File: src/rtl/pbvt_pkg.sv
`default_nettype none
// ----------------------------------------------------------------------------
// Package for the projected box visibility test
// Shared types and constants of the controller and the datapath.
// ----------------------------------------------------------------------------
package pbvt_pkg;

    localparam int unsigned DATA_W = 32;

    typedef enum logic {
        OP_LOAD   = 1'b0,
        OP_VERTEX = 1'b1
    } op_t;

    typedef struct packed {
        logic       load_vertex;
        logic       mac_clear;
        logic       mac_step;
        logic [3:0] mac_index;
        logic       row_latch;
        logic       div_start;
        logic [1:0] div_axis;
        logic       box_update;
        logic       fault_set;
        logic       report;
        logic       box_clear;
    } pbvt_cmd_t;

    typedef struct packed {
        logic w_zero;
        logic div_done;
    } pbvt_sts_t;

endpackage
`default_nettype wire

File: src/rtl/pbvt_div.sv
`default_nettype none
// ----------------------------------------------------------------------------
// Projected box visibility test divider
// Restoring division, one quotient bit per cycle, truncating toward zero.
// ----------------------------------------------------------------------------
module pbvt_div
    import pbvt_pkg::*;
#(
    parameter int unsigned FRAC_BITS = 16
) (
    input  wire logic              aclk,
    input  wire logic              aresetn,
    input  wire logic              start,
    input  wire logic signed [31:0] num,
    input  wire logic signed [31:0] den,
    output logic                   done,
    output logic signed [31:0]     quot
);

    localparam int unsigned NW = DATA_W + FRAC_BITS;
    localparam int unsigned CW = $clog2(NW + 1);

    logic [NW-1:0] n_reg, n_next;
    logic [NW:0]   r_reg, r_next;
    logic [31:0]   d_reg, d_next;
    logic [CW-1:0] cnt_reg, cnt_next;
    logic          run_reg, run_next, neg_reg, neg_next;
    logic          fin_reg;
    logic [NW:0]   trial;
    logic [NW-1:0] qsig;

    always_comb begin
        n_next = n_reg; r_next = r_reg; d_next = d_reg;
        cnt_next = cnt_reg; run_next = run_reg; neg_next = neg_reg;
        trial = {r_reg[NW-1:0], n_reg[NW-1]};
        if (start) begin
            n_next   = {(num[31] ? 32'(-num) : 32'(num)), {FRAC_BITS{1'b0}}};
            d_next   = den[31] ? 32'(-den) : 32'(den);
            neg_next = num[31] ^ den[31];
            r_next   = '0;
            cnt_next = CW'(NW);
            run_next = 1'b1;
        end else if (run_reg) begin
            if (trial >= {{(NW-31){1'b0}}, d_reg}) begin
                r_next = trial - {{(NW-31){1'b0}}, d_reg};
                n_next = {n_reg[NW-2:0], 1'b1};
            end else begin
                r_next = trial;
                n_next = {n_reg[NW-2:0], 1'b0};
            end
            cnt_next = cnt_reg - CW'(1);
            if (cnt_reg == CW'(1)) begin
                run_next = 1'b0;
            end
        end
    end

    assign qsig = neg_reg ? (~n_reg + NW'(1)) : n_reg;

    always_comb begin
        if (!neg_reg && n_reg > NW'(32'h7FFFFFFF)) begin
            quot = 32'sh7FFFFFFF;
        end else if (neg_reg && n_reg > NW'(33'h80000000)) begin
            quot = 32'sh80000000;
        end else begin
            quot = qsig[31:0];
        end
    end

    always_ff @(posedge aclk) begin
        if (!aresetn) begin
            run_reg <= 1'b0;
            cnt_reg <= '0;
            fin_reg <= 1'b0;
        end else begin
            run_reg <= run_next;
            cnt_reg <= cnt_next;
            fin_reg <= run_reg && (cnt_reg == CW'(1));
        end
        n_reg   <= n_next;
        r_reg   <= r_next;
        d_reg   <= d_next;
        neg_reg <= neg_next;
    end

    assign done = fin_reg;

endmodule
`default_nettype wire

File: src/rtl/pbvt_datapath.sv
`default_nettype none
// ----------------------------------------------------------------------------
// Projected box visibility test datapath
// Matrix store, shared multiply-accumulate, divider and bounding box.
// ----------------------------------------------------------------------------
module pbvt_datapath
    import pbvt_pkg::*;
#(
    parameter int unsigned FRAC_BITS = 16
) (
    input  wire logic               aclk,
    input  wire logic               aresetn,
    input  wire logic               mat_we,
    input  wire logic [3:0]         mat_idx,
    input  wire logic signed [31:0] mat_val,
    input  wire logic signed [31:0] vx,
    input  wire logic signed [31:0] vy,
    input  wire logic signed [31:0] vz,
    input  pbvt_cmd_t               cmd,
    output pbvt_sts_t               sts,
    output logic                    visible,
    output logic                    fault
);

    localparam logic signed [31:0] ONE = 32'sd1 <<< FRAC_BITS;
    localparam logic signed [31:0] SMAX = 32'sh7FFFFFFF;
    localparam logic signed [31:0] SMIN = 32'sh80000000;

    logic signed [31:0] mat_reg [16];
    logic signed [31:0] v_reg [4];
    logic signed [31:0] p_reg [4];
    logic signed [49:0] acc_reg;
    logic signed [31:0] min_reg [3];
    logic signed [31:0] max_reg [3];
    logic               fault_reg;
    logic signed [63:0] prod;
    logic signed [49:0] acc_sum;
    logic signed [31:0] acc_sat;
    logic signed [31:0] q;
    logic               div_done;

    assign prod    = 64'(mat_reg[cmd.mac_index]) * 64'(v_reg[cmd.mac_index[1:0]]);
    assign acc_sum = acc_reg + 50'(prod >>> FRAC_BITS);
    assign acc_sat = (acc_sum > 50'(SMAX)) ? SMAX :
                     (acc_sum < 50'(SMIN)) ? SMIN : acc_sum[31:0];

    pbvt_div #(.FRAC_BITS(FRAC_BITS)) u_div (
        .aclk    (aclk),
        .aresetn (aresetn),
        .start   (cmd.div_start),
        .num     (p_reg[cmd.div_axis]),
        .den     (p_reg[3]),
        .done    (div_done),
        .quot    (q)
    );

    assign sts.w_zero   = (p_reg[3] == '0);
    assign sts.div_done = div_done;

    always_comb begin
        logic ax0, ax1, ax2;
        ax0 = (min_reg[0] < 0 && max_reg[0] > 0) ||
              (min_reg[0] >= -ONE && min_reg[0] <= ONE) ||
              (max_reg[0] >= -ONE && max_reg[0] <= ONE);
        ax1 = (min_reg[1] < 0 && max_reg[1] > 0) ||
              (min_reg[1] >= -ONE && min_reg[1] <= ONE) ||
              (max_reg[1] >= -ONE && max_reg[1] <= ONE);
        ax2 = (min_reg[2] < 0 && max_reg[2] > 0) ||
              (min_reg[2] >= 0 && min_reg[2] <= ONE) ||
              (max_reg[2] >= 0 && max_reg[2] <= ONE);
        visible = ax0 && ax1 && ax2;
    end
    assign fault = fault_reg;

    always_ff @(posedge aclk) begin
        if (!aresetn) begin
            for (int i = 0; i < 16; i++) mat_reg[i] <= '0;
            for (int a = 0; a < 3; a++) begin
                min_reg[a] <= SMAX;
                max_reg[a] <= SMIN;
            end
            fault_reg <= 1'b0;
        end else begin
            if (mat_we) mat_reg[mat_idx] <= mat_val;
            if (cmd.fault_set) fault_reg <= 1'b1;
            if (cmd.box_update) begin
                if (q < min_reg[cmd.div_axis]) min_reg[cmd.div_axis] <= q;
                if (q > max_reg[cmd.div_axis]) max_reg[cmd.div_axis] <= q;
            end
            if (cmd.box_clear) begin
                for (int a = 0; a < 3; a++) begin
                    min_reg[a] <= SMAX;
                    max_reg[a] <= SMIN;
                end
                fault_reg <= 1'b0;
            end
        end
        if (cmd.load_vertex) begin
            v_reg[0] <= vx;
            v_reg[1] <= vy;
            v_reg[2] <= vz;
            v_reg[3] <= ONE;
        end
        if (cmd.mac_clear) begin
            acc_reg <= '0;
        end else if (cmd.mac_step) begin
            acc_reg <= cmd.row_latch ? '0 : acc_sum;
            if (cmd.row_latch) p_reg[cmd.mac_index[3:2]] <= acc_sat;
        end
    end

endmodule
`default_nettype wire

File: config.mk
export PLATFORM = sky130hd
export DESIGN_NAME = pbvt_datapath
export DESIGN_NICKNAME = d
export VERILOG_FILES = /design/src/rtl/pbvt_pkg.sv /design/src/rtl/pbvt_div.sv /design/src/rtl/pbvt_datapath.sv
export SDC_FILE = /design/constraint.sdc
export NUM_CORES = 2
export LEC_CHECK = 0
export ABC_AREA = 1
export CELL_PAD_IN_SITES_DETAIL_PLACEMENT = 1
export CELL_PAD_IN_SITES_GLOBAL_PLACEMENT = 1
export CORE_UTILIZATION = 35
export CTS_CLUSTER_DIAMETER = 80
export DETAILED_ROUTE_END_ITERATION = 12
export DONT_BUFFER_PORTS = 1
export PLACE_DENSITY = 0.63
export SYNTH_ARGS = -nofsm -noshare
export SYNTH_HDL_FRONTEND = slang
export SYNTH_SLANG_ARGS = --single-unit
File: constraint.sdc
create_clock -name aclk -period 25.7 [get_ports aclk]
set_clock_uncertainty 0.15 [all_clocks]
set_input_delay 3.855 -clock aclk [delete_from_list [all_inputs] [get_ports aclk]]
set_output_delay 3.855 -clock aclk [all_outputs]
set_load 0.03 [all_outputs]
**Word level (Yosys, flattened, before mapping)**

Memory sizes are Yosys's and may differ from the RTL's.
Index checks and enable logic that the tools add are counted.

- Flip-flop bits (word level): 188
- RAM bits: 960
- Input port bits: 150
- Output and inout bits: 4
- Logic and storage cells: 156
- Memories: 5

- Add/sub/neg operators: 6
- Multiply operators: 1
- $lt $le $gt $ge: 25
- Equal/unequal tests: 7
- Muxes and demuxes: 47
- Bitwise gates (word level): 27
- Reduce and logical (&&, ||, !) cells: 26

Memories:

| memory | words | width | read ports | clocked after Yosys merged registers in | write ports | line | source |
|---|---|---|---|---|---|---|---|
| mat_reg | 16 | 32 | 1 | 0 | 16 | pbvt_datapath.sv:29 | `logic signed [31:0] mat_reg [16];` |
| p_reg | 4 | 32 | 2 | 0 | 1 | pbvt_datapath.sv:31 | `logic signed [31:0] p_reg [4];` |
| v_reg | 4 | 32 | 1 | 0 | 4 | pbvt_datapath.sv:30 | `logic signed [31:0] v_reg [4];` |
| max_reg | 3 | 32 | 4 | 0 | 4 | pbvt_datapath.sv:34 | `logic signed [31:0] max_reg [3];` |
| min_reg | 3 | 32 | 4 | 0 | 4 | pbvt_datapath.sv:33 | `logic signed [31:0] min_reg [3];` |

Operators by type and width:

| cell | number |
|---|---|
| $mux 32 | 13 |
| $le 32x18->1 const B | 6 |
| $mux 48 | 3 |
| $ge 32x17->1 const B | 4 |
| $gt 32x1->1 const B | 3 |
| $lt 32x1->1 const B | 3 |
| $ge 32x1->1 const B | 2 |
| $mul 32x32->64 | 1 |
| $neg 32->32 | 2 |
| $add 50x48->50 | 1 |
| $gt 50x32->1 const B | 1 |
| $lt 50x32->1 const B | 1 |
| $mux 50 | 1 |
| $ge 49x32->1 | 1 |
| $gt 48x31->1 const B | 1 |
| $gt 48x32->1 const B | 1 |
| $sub 48x32->48 | 1 |
| $add 32x1->32 const B | 1 |
| $gt 32x32->1 | 1 |
| $logic_not 32->1 | 1 |
| $lt 32x32->1 | 1 |
| $not 32->32 | 1 |
| $reduce_or 32->1 | 1 |
| $mux 31 | 1 |
| 15 further kinds | 87 |

**Depth between registers and ports, before layout**

- Word-level depth: 13
- Depth in mapped cells: 61
- Mapped depth without buffers: 56

**Cells and area by module**

From an unflattened synthesis, not the netlist that was laid out.

- Cells, all modules: 10761
- Area total of the unflattened synthesis: 95794.4 um^2

By module, submodules not included:

| module | instances | cells each | area an instance (um^2) | sequential area each (um^2) |
|---|---|---|---|---|
| pbvt_datapath | 1 | 8807 | 84028.1 | 30809.5 |
| pbvt_div | 1 | 1954 | 11766.3 | 3393.3 |

**Least setup slack after synthesis**

Ideal clock, no wire load.

- Path kind: in2reg
- From: input port cmd[8] (netlist name)
- To: memory p_reg[0][10] (data pin)
- Library setup time: 0.269 ns
- Data arrival time: 14.000 ns
- Required time: 25.281 ns
- Slack: 11.281 ns
- Stages: 44
- Buffers on the path: 6
- Cells stage by stage: buf_4 -> buf_6 -> buf_2 -> clkbuf_1 -> or2_2 -> a32oi_1 -> clkbuf_1 -> nor2_1 -> fa_1 -> fa_1 -> fa_1 -> fa_1 -> inv_1 -> fa_1 -> inv_1 -> fa_1 -> fa_1 -> fa_1 -> [8 not listed] -> nand2_1 -> xor2_1 -> inv_1 -> ha_1 -> nand2_1 -> nor2_1 -> inv_1 -> nor3_1 -> o21ai_0 -> nand4_1 -> nand2_1 -> nor2_1 -> nand2_1 -> nor2_1 -> nand3_1 -> nand3_1 -> buf_2 -> nand2_1

- Longest elaborated chain between the ends: 6
- Elaborated cells between the ends (all ways): 8
- Those cells by class: add/sub (1); mul (1); order compare (2); mux (2); memory (2)

Ends and longest elaborated chain:

| item | line | source |
|---|---|---|
| start, declared | pbvt_datapath.sv:19 | `input pbvt_cmd_t cmd,` |
| $mem_v2 16x32 / $mem_v2 4x32 (equally long branches) | n/a |  |
| $mul 32x32->64 * | pbvt_datapath.sv:42 | `assign prod = 64'(mat_reg[cmd.mac_index]) * 64'(v_reg[cmd.mac_index[1:0]]);` |
| $add 50x48->50 * | pbvt_datapath.sv:43 | `assign acc_sum = acc_reg + 50'(prod >>> FRAC_BITS);` |
| $lt 50x32->1 | pbvt_datapath.sv:45 | `(acc_sum < 50'(SMIN)) ? SMIN : acc_sum[31:0];` |
| $mux 32 | pbvt_datapath.sv:45 |  |
| $mux 32 * | pbvt_datapath.sv:44 | `assign acc_sat = (acc_sum > 50'(SMAX)) ? SMAX :` |
| via acc_sat[10] | pbvt_datapath.sv:38 | `logic signed [31:0] acc_sat;` |
| end, declared | pbvt_datapath.sv:31 |  |

The timed path passes the listed nets; every way through them passes the cells marked *.

**Worst setup path after layout**

- From: input port cmd[9] (netlist name)
- To: memory p_reg[0][28] (data pin)

The elaborated chain is that of the path after synthesis.

==> flow_summary_export.csv <==
group,metric,value,unit
sta,period_needed,18000,ps
synthesis,synth_area,94000,um2
die,placement_rows,189,
detailed_routing,viasPerCell,5.33,
die,die-area,271000,um2
critical_path,largest_delay_contributor_family_on_the_critical_path,"adder cells",
min_path,hp-class,"reg -> reg",
cts,post_cts.resized_instances,0,
final_layout,num-nets-final,11600,
synthesis,synth_area_leader_cell,"sky130_fd_sc_hd__edfxtp_1",
placement,hpwlAfterDp,236,mm
min_path,timing.hold.worst.start,"acc_reg[41]$_SDFFE_PP0P_",
sta,fin_worst_hold_slack,318,ps
cts,cts_inserted_buffers,141,
final_layout,area_of_the_multi_input_gates,51900,um2
die,fp.coreArea,266000,um2
die,start_util,0.353,
critical_path,endpoint_kind,"flip-flop",
sta,setup_viol_count_final,0,
global_routing,initial_antenna_violation_count,13,
sta,slew_at_the_pin_closest_to_its_max_slew_limit,1200,ps
critical_path,timing.critical_path.slowest_stage_cell,"sky130_fd_sc_hd__clkinv_1",
synthesis,postSynthNetCount,11800,
synthesis,dominantRegCellSynth,"sky130_fd_sc_hd__edfxtp_1",
cts,latest_clock_arrival_within_the_worst_skew_pair,820,ps
cts,cts_hold_buffers,0,
cts,cts.reportedPaths.clkPinSlew,50,ps
synthesis,synth-edff-count,1057,
final_layout,drive_above_1_share,0.0586,
critical_path,critical_path.reg2reg.startpoint,"mat_reg[2][8]$_SDFFCE_PN0P_",
min_path,holdPathEnd,"acc_reg[41]$_SDFFE_PP0P_",
placement,placed_cell_area,98200,um2
final_layout,fill_cells,30600,
synthesis,synth_warnings,0,
status,outcome,"finished, final reports clean",
final_layout,final_cell_mix,"sky130_fd_sc_hd__nor2_1 (1,787), sky130_fd_sc_hd__inv_1 (1,657), sky130_fd_sc_hd__nand2_1 (1,448)",
sta,fin_tns_setup,0,ps
global_routing,grt_max_degree,292,
synthesis,synth_seq_cells,1180,
final_layout,area.growth.synth_to_final,9.15,%
placement,count_of_buffers_inserted_at_the_top_level_ports,0,
critical_path,timing.critical_path.buf_inv,10,
sta,slew-limit-headroom,0.198,
synthesis,postSynthCellCount,10200,
synthesis,synth_async_sr_flop_share,0,
detailed_routing,final_antenna_net_count,0,
detailed_routing,final_routed_drc_violation_total,0,
sta,setup_repair_after_global_routing_missed_its_margin,"false",
critical_path,critical_path_class,"in -> reg",
global_routing,grt_pass1_wl,500,mm
final_layout,stdcell_area,103000,um2
final_layout,commonest_non_fill_non_tap_cell_in_the_layout,"sky130_fd_sc_hd__nor2_1",
detailed_routing,drt_iter0_markers,5320,
die,fp.dieW,520,um
cts,clock_tree.buffer_depth,4,
cts,cts_root_buffer,"sky130_fd_sc_hd__clkbuf_16",
cts,cts_setup_buffers,0,
min_path,min_path_cells,2,
sta,hold_viol_final,0,
synthesis,synth_area_per_cell,9.20,um2
critical_path,ff2ff_path_depth,50,
critical_path,r2r_slack,12520,ps
die,floorplan.io_pins,154,
synthesis,synth.distinct_cells,71,
synthesis,yosysTopAreaCellShare,0.338,
sta,report.final.slew_viol_count,0,
die,die_h,520,um
global_routing,global_route.overflow_total,0,
final_layout,regArea,34200,um2
detailed_routing,postRouteWirelength,332,mm
critical_path,worst-endpoint-required,26110,ps
final_layout,largest_register_ff_count,512,
critical_path,arrival,18420,ps
synthesis,synthTopCellsByArea,"sky130_fd_sc_hd__edfxtp_1 (34%), sky130_fd_sc_hd__fa_1 (23%), sky130_fd_sc_hd__nor2_1 (7.2%), sky130_fd_sc_hd__inv_1 (6.6%), sky130_fd_sc_hd__nand2_1 (5.9%)",
critical_path,cpPeakStageDelay,900,ps
critical_path,timing.critical_path.from_type,"primary input",
detailed_routing,drtPass1Iterations,7,
flow_run,max_cap_violations,0,
global_routing,grt_util_all_layers,0.244,
detailed_routing,route.vias.total,73000,
detailed_routing,detail_route.wl_per_cell,24.2,um
placement,place.gp.congestion,0.917,
cts,cts_tree,"yes",
critical_path,crit_start,"cmd[9]",
critical_path,critPathMaxFanout,131,
critical_path,rr_endpoint,"p_reg[0][28]$_DFFE_PP_",
sta,final_min_period_over_clock_period,0.701,
global_routing,first_global_vias,79200,
critical_path,crit_top_cell,"sky130_fd_sc_hd__fa_1",
sta,maxClockFrequency,55.5,MHz
synthesis,ys_seq_area_frac,0.364,
cts,sinks_on_the_clock_net,1180,
cts,cts_htree_levels,4,
==> Yosys cell counts, types with 9 or more instances <==
library cell and count:
sky130_fd_sc_hd__nor2_1 1811, sky130_fd_sc_hd__inv_1 1659, sky130_fd_sc_hd__nand2_1 1481, sky130_fd_sc_hd__fa_1 1083, sky130_fd_sc_hd__edfxtp_1 1057, sky130_fd_sc_hd__o21ai_0 479, sky130_fd_sc_hd__a21oi_1 417, sky130_fd_sc_hd__clkbuf_1 387
sky130_fd_sc_hd__ha_1 333, sky130_fd_sc_hd__nand3_1 216, sky130_fd_sc_hd__o22ai_1 168, sky130_fd_sc_hd__xor2_1 153, sky130_fd_sc_hd__dfxtp_1 123, sky130_fd_sc_hd__nand4_1 73, sky130_fd_sc_hd__nor3_1 66, sky130_fd_sc_hd__or2_2 65
sky130_fd_sc_hd__o221ai_1 59, sky130_fd_sc_hd__nor4_1 54, sky130_fd_sc_hd__a22o_1 51, sky130_fd_sc_hd__xnor2_1 46, sky130_fd_sc_hd__o21ai_1 42, sky130_fd_sc_hd__buf_2 40, sky130_fd_sc_hd__inv_2 30, sky130_fd_sc_hd__a31oi_1 28
sky130_fd_sc_hd__a32oi_1 24, sky130_fd_sc_hd__o21bai_1 21, sky130_fd_sc_hd__a22oi_1 20, sky130_fd_sc_hd__buf_1 20, sky130_fd_sc_hd__buf_4 16, sky130_fd_sc_hd__o21a_1 15, sky130_fd_sc_hd__clkinv_1 14, sky130_fd_sc_hd__nor2_2 13
sky130_fd_sc_hd__a21o_1 12, sky130_fd_sc_hd__a21boi_0 11, sky130_fd_sc_hd__o211ai_1 11, sky130_fd_sc_hd__nand2_2 10, sky130_fd_sc_hd__a211oi_1 9, sky130_fd_sc_hd__a221oi_1 9, sky130_fd_sc_hd__o31ai_1 9
==> tightest hold or removal path, cell delays in order, from the launching register on <==
cell	delay, ps
sky130_fd_sc_hd__dfxtp_1	310
sky130_fd_sc_hd__nand2_1	60
sky130_fd_sc_hd__a21oi_1	50
==> how the worst max path moves through the flow <==
stage / to / slack [ps] / depth (start not counted)
finish: p_reg[0][28]$_DFFE_PP_ / 7700 / 48
detailed placement: p_reg[1][28]$_DFFE_PP_ / 7130 / 47
global placement: p_reg[2][25]$_DFFE_PP_ / 7270 / 47
floorplan: p_reg[0][10]$_DFFE_PP_ / 11280 / 44
CTS: p_reg[0][28]$_DFFE_PP_ / 7990 / 47
global route: p_reg[0][28]$_DFFE_PP_ / 7120 / 49
==> area by class of cell <==
class | instances | share of cell area
Antenna cell | 6 | 0.000146
Inverter | 1704 | 0.0625
Sequential cell | 1180 | 0.333
Clock inverter | 60 | 0.00609
Timing Repair Buffer | 175 | 0.0128
Multi-Input combinational cell | 6870 | 0.505
Tap cell | 3533 | 0.0431
Clock buffer | 177 | 0.0366
==> logic make-up after synthesis <==
family | count (synthesis) | synth area share
simple gates | 3831 | 0.165
buf+inv | 2172 | 0.0883
compound gates | 1424 | 0.0897
xor+xnor | 199 | 0.0185
fa+ha+maj | 1416 | 0.275
flops | 1180 | 0.364
==> through the flow <==
step           instances   util  setup slack [ps]
3_5_place_dp       13500  0.369              7130
6_report           13700  0.386              7700
2_1_floorplan      10200      -             11280
5_1_grt            13700  0.386              7120
3_3_place_gp       13500  0.369              7270
4_1_cts            13700  0.386              7990
==> per-layer routing <==
| metal | vias up | global-route usage | wire length (um) |
|---|---|---|---|
| met5 | - | 0 | 37 |
| met4 | 6 | 0.0921 | 13700 |
| met3 | 554 | 0.0302 | 19100 |
| met2 | 2176 | 0.408 | 157000 |
| met1 | 37900 | 0.324 | 142000 |
| li1 | 32400 | - | - |
Power is not shown: default switching activity piles up to over one toggle a cycle in this logic, so the estimate is an artifact.
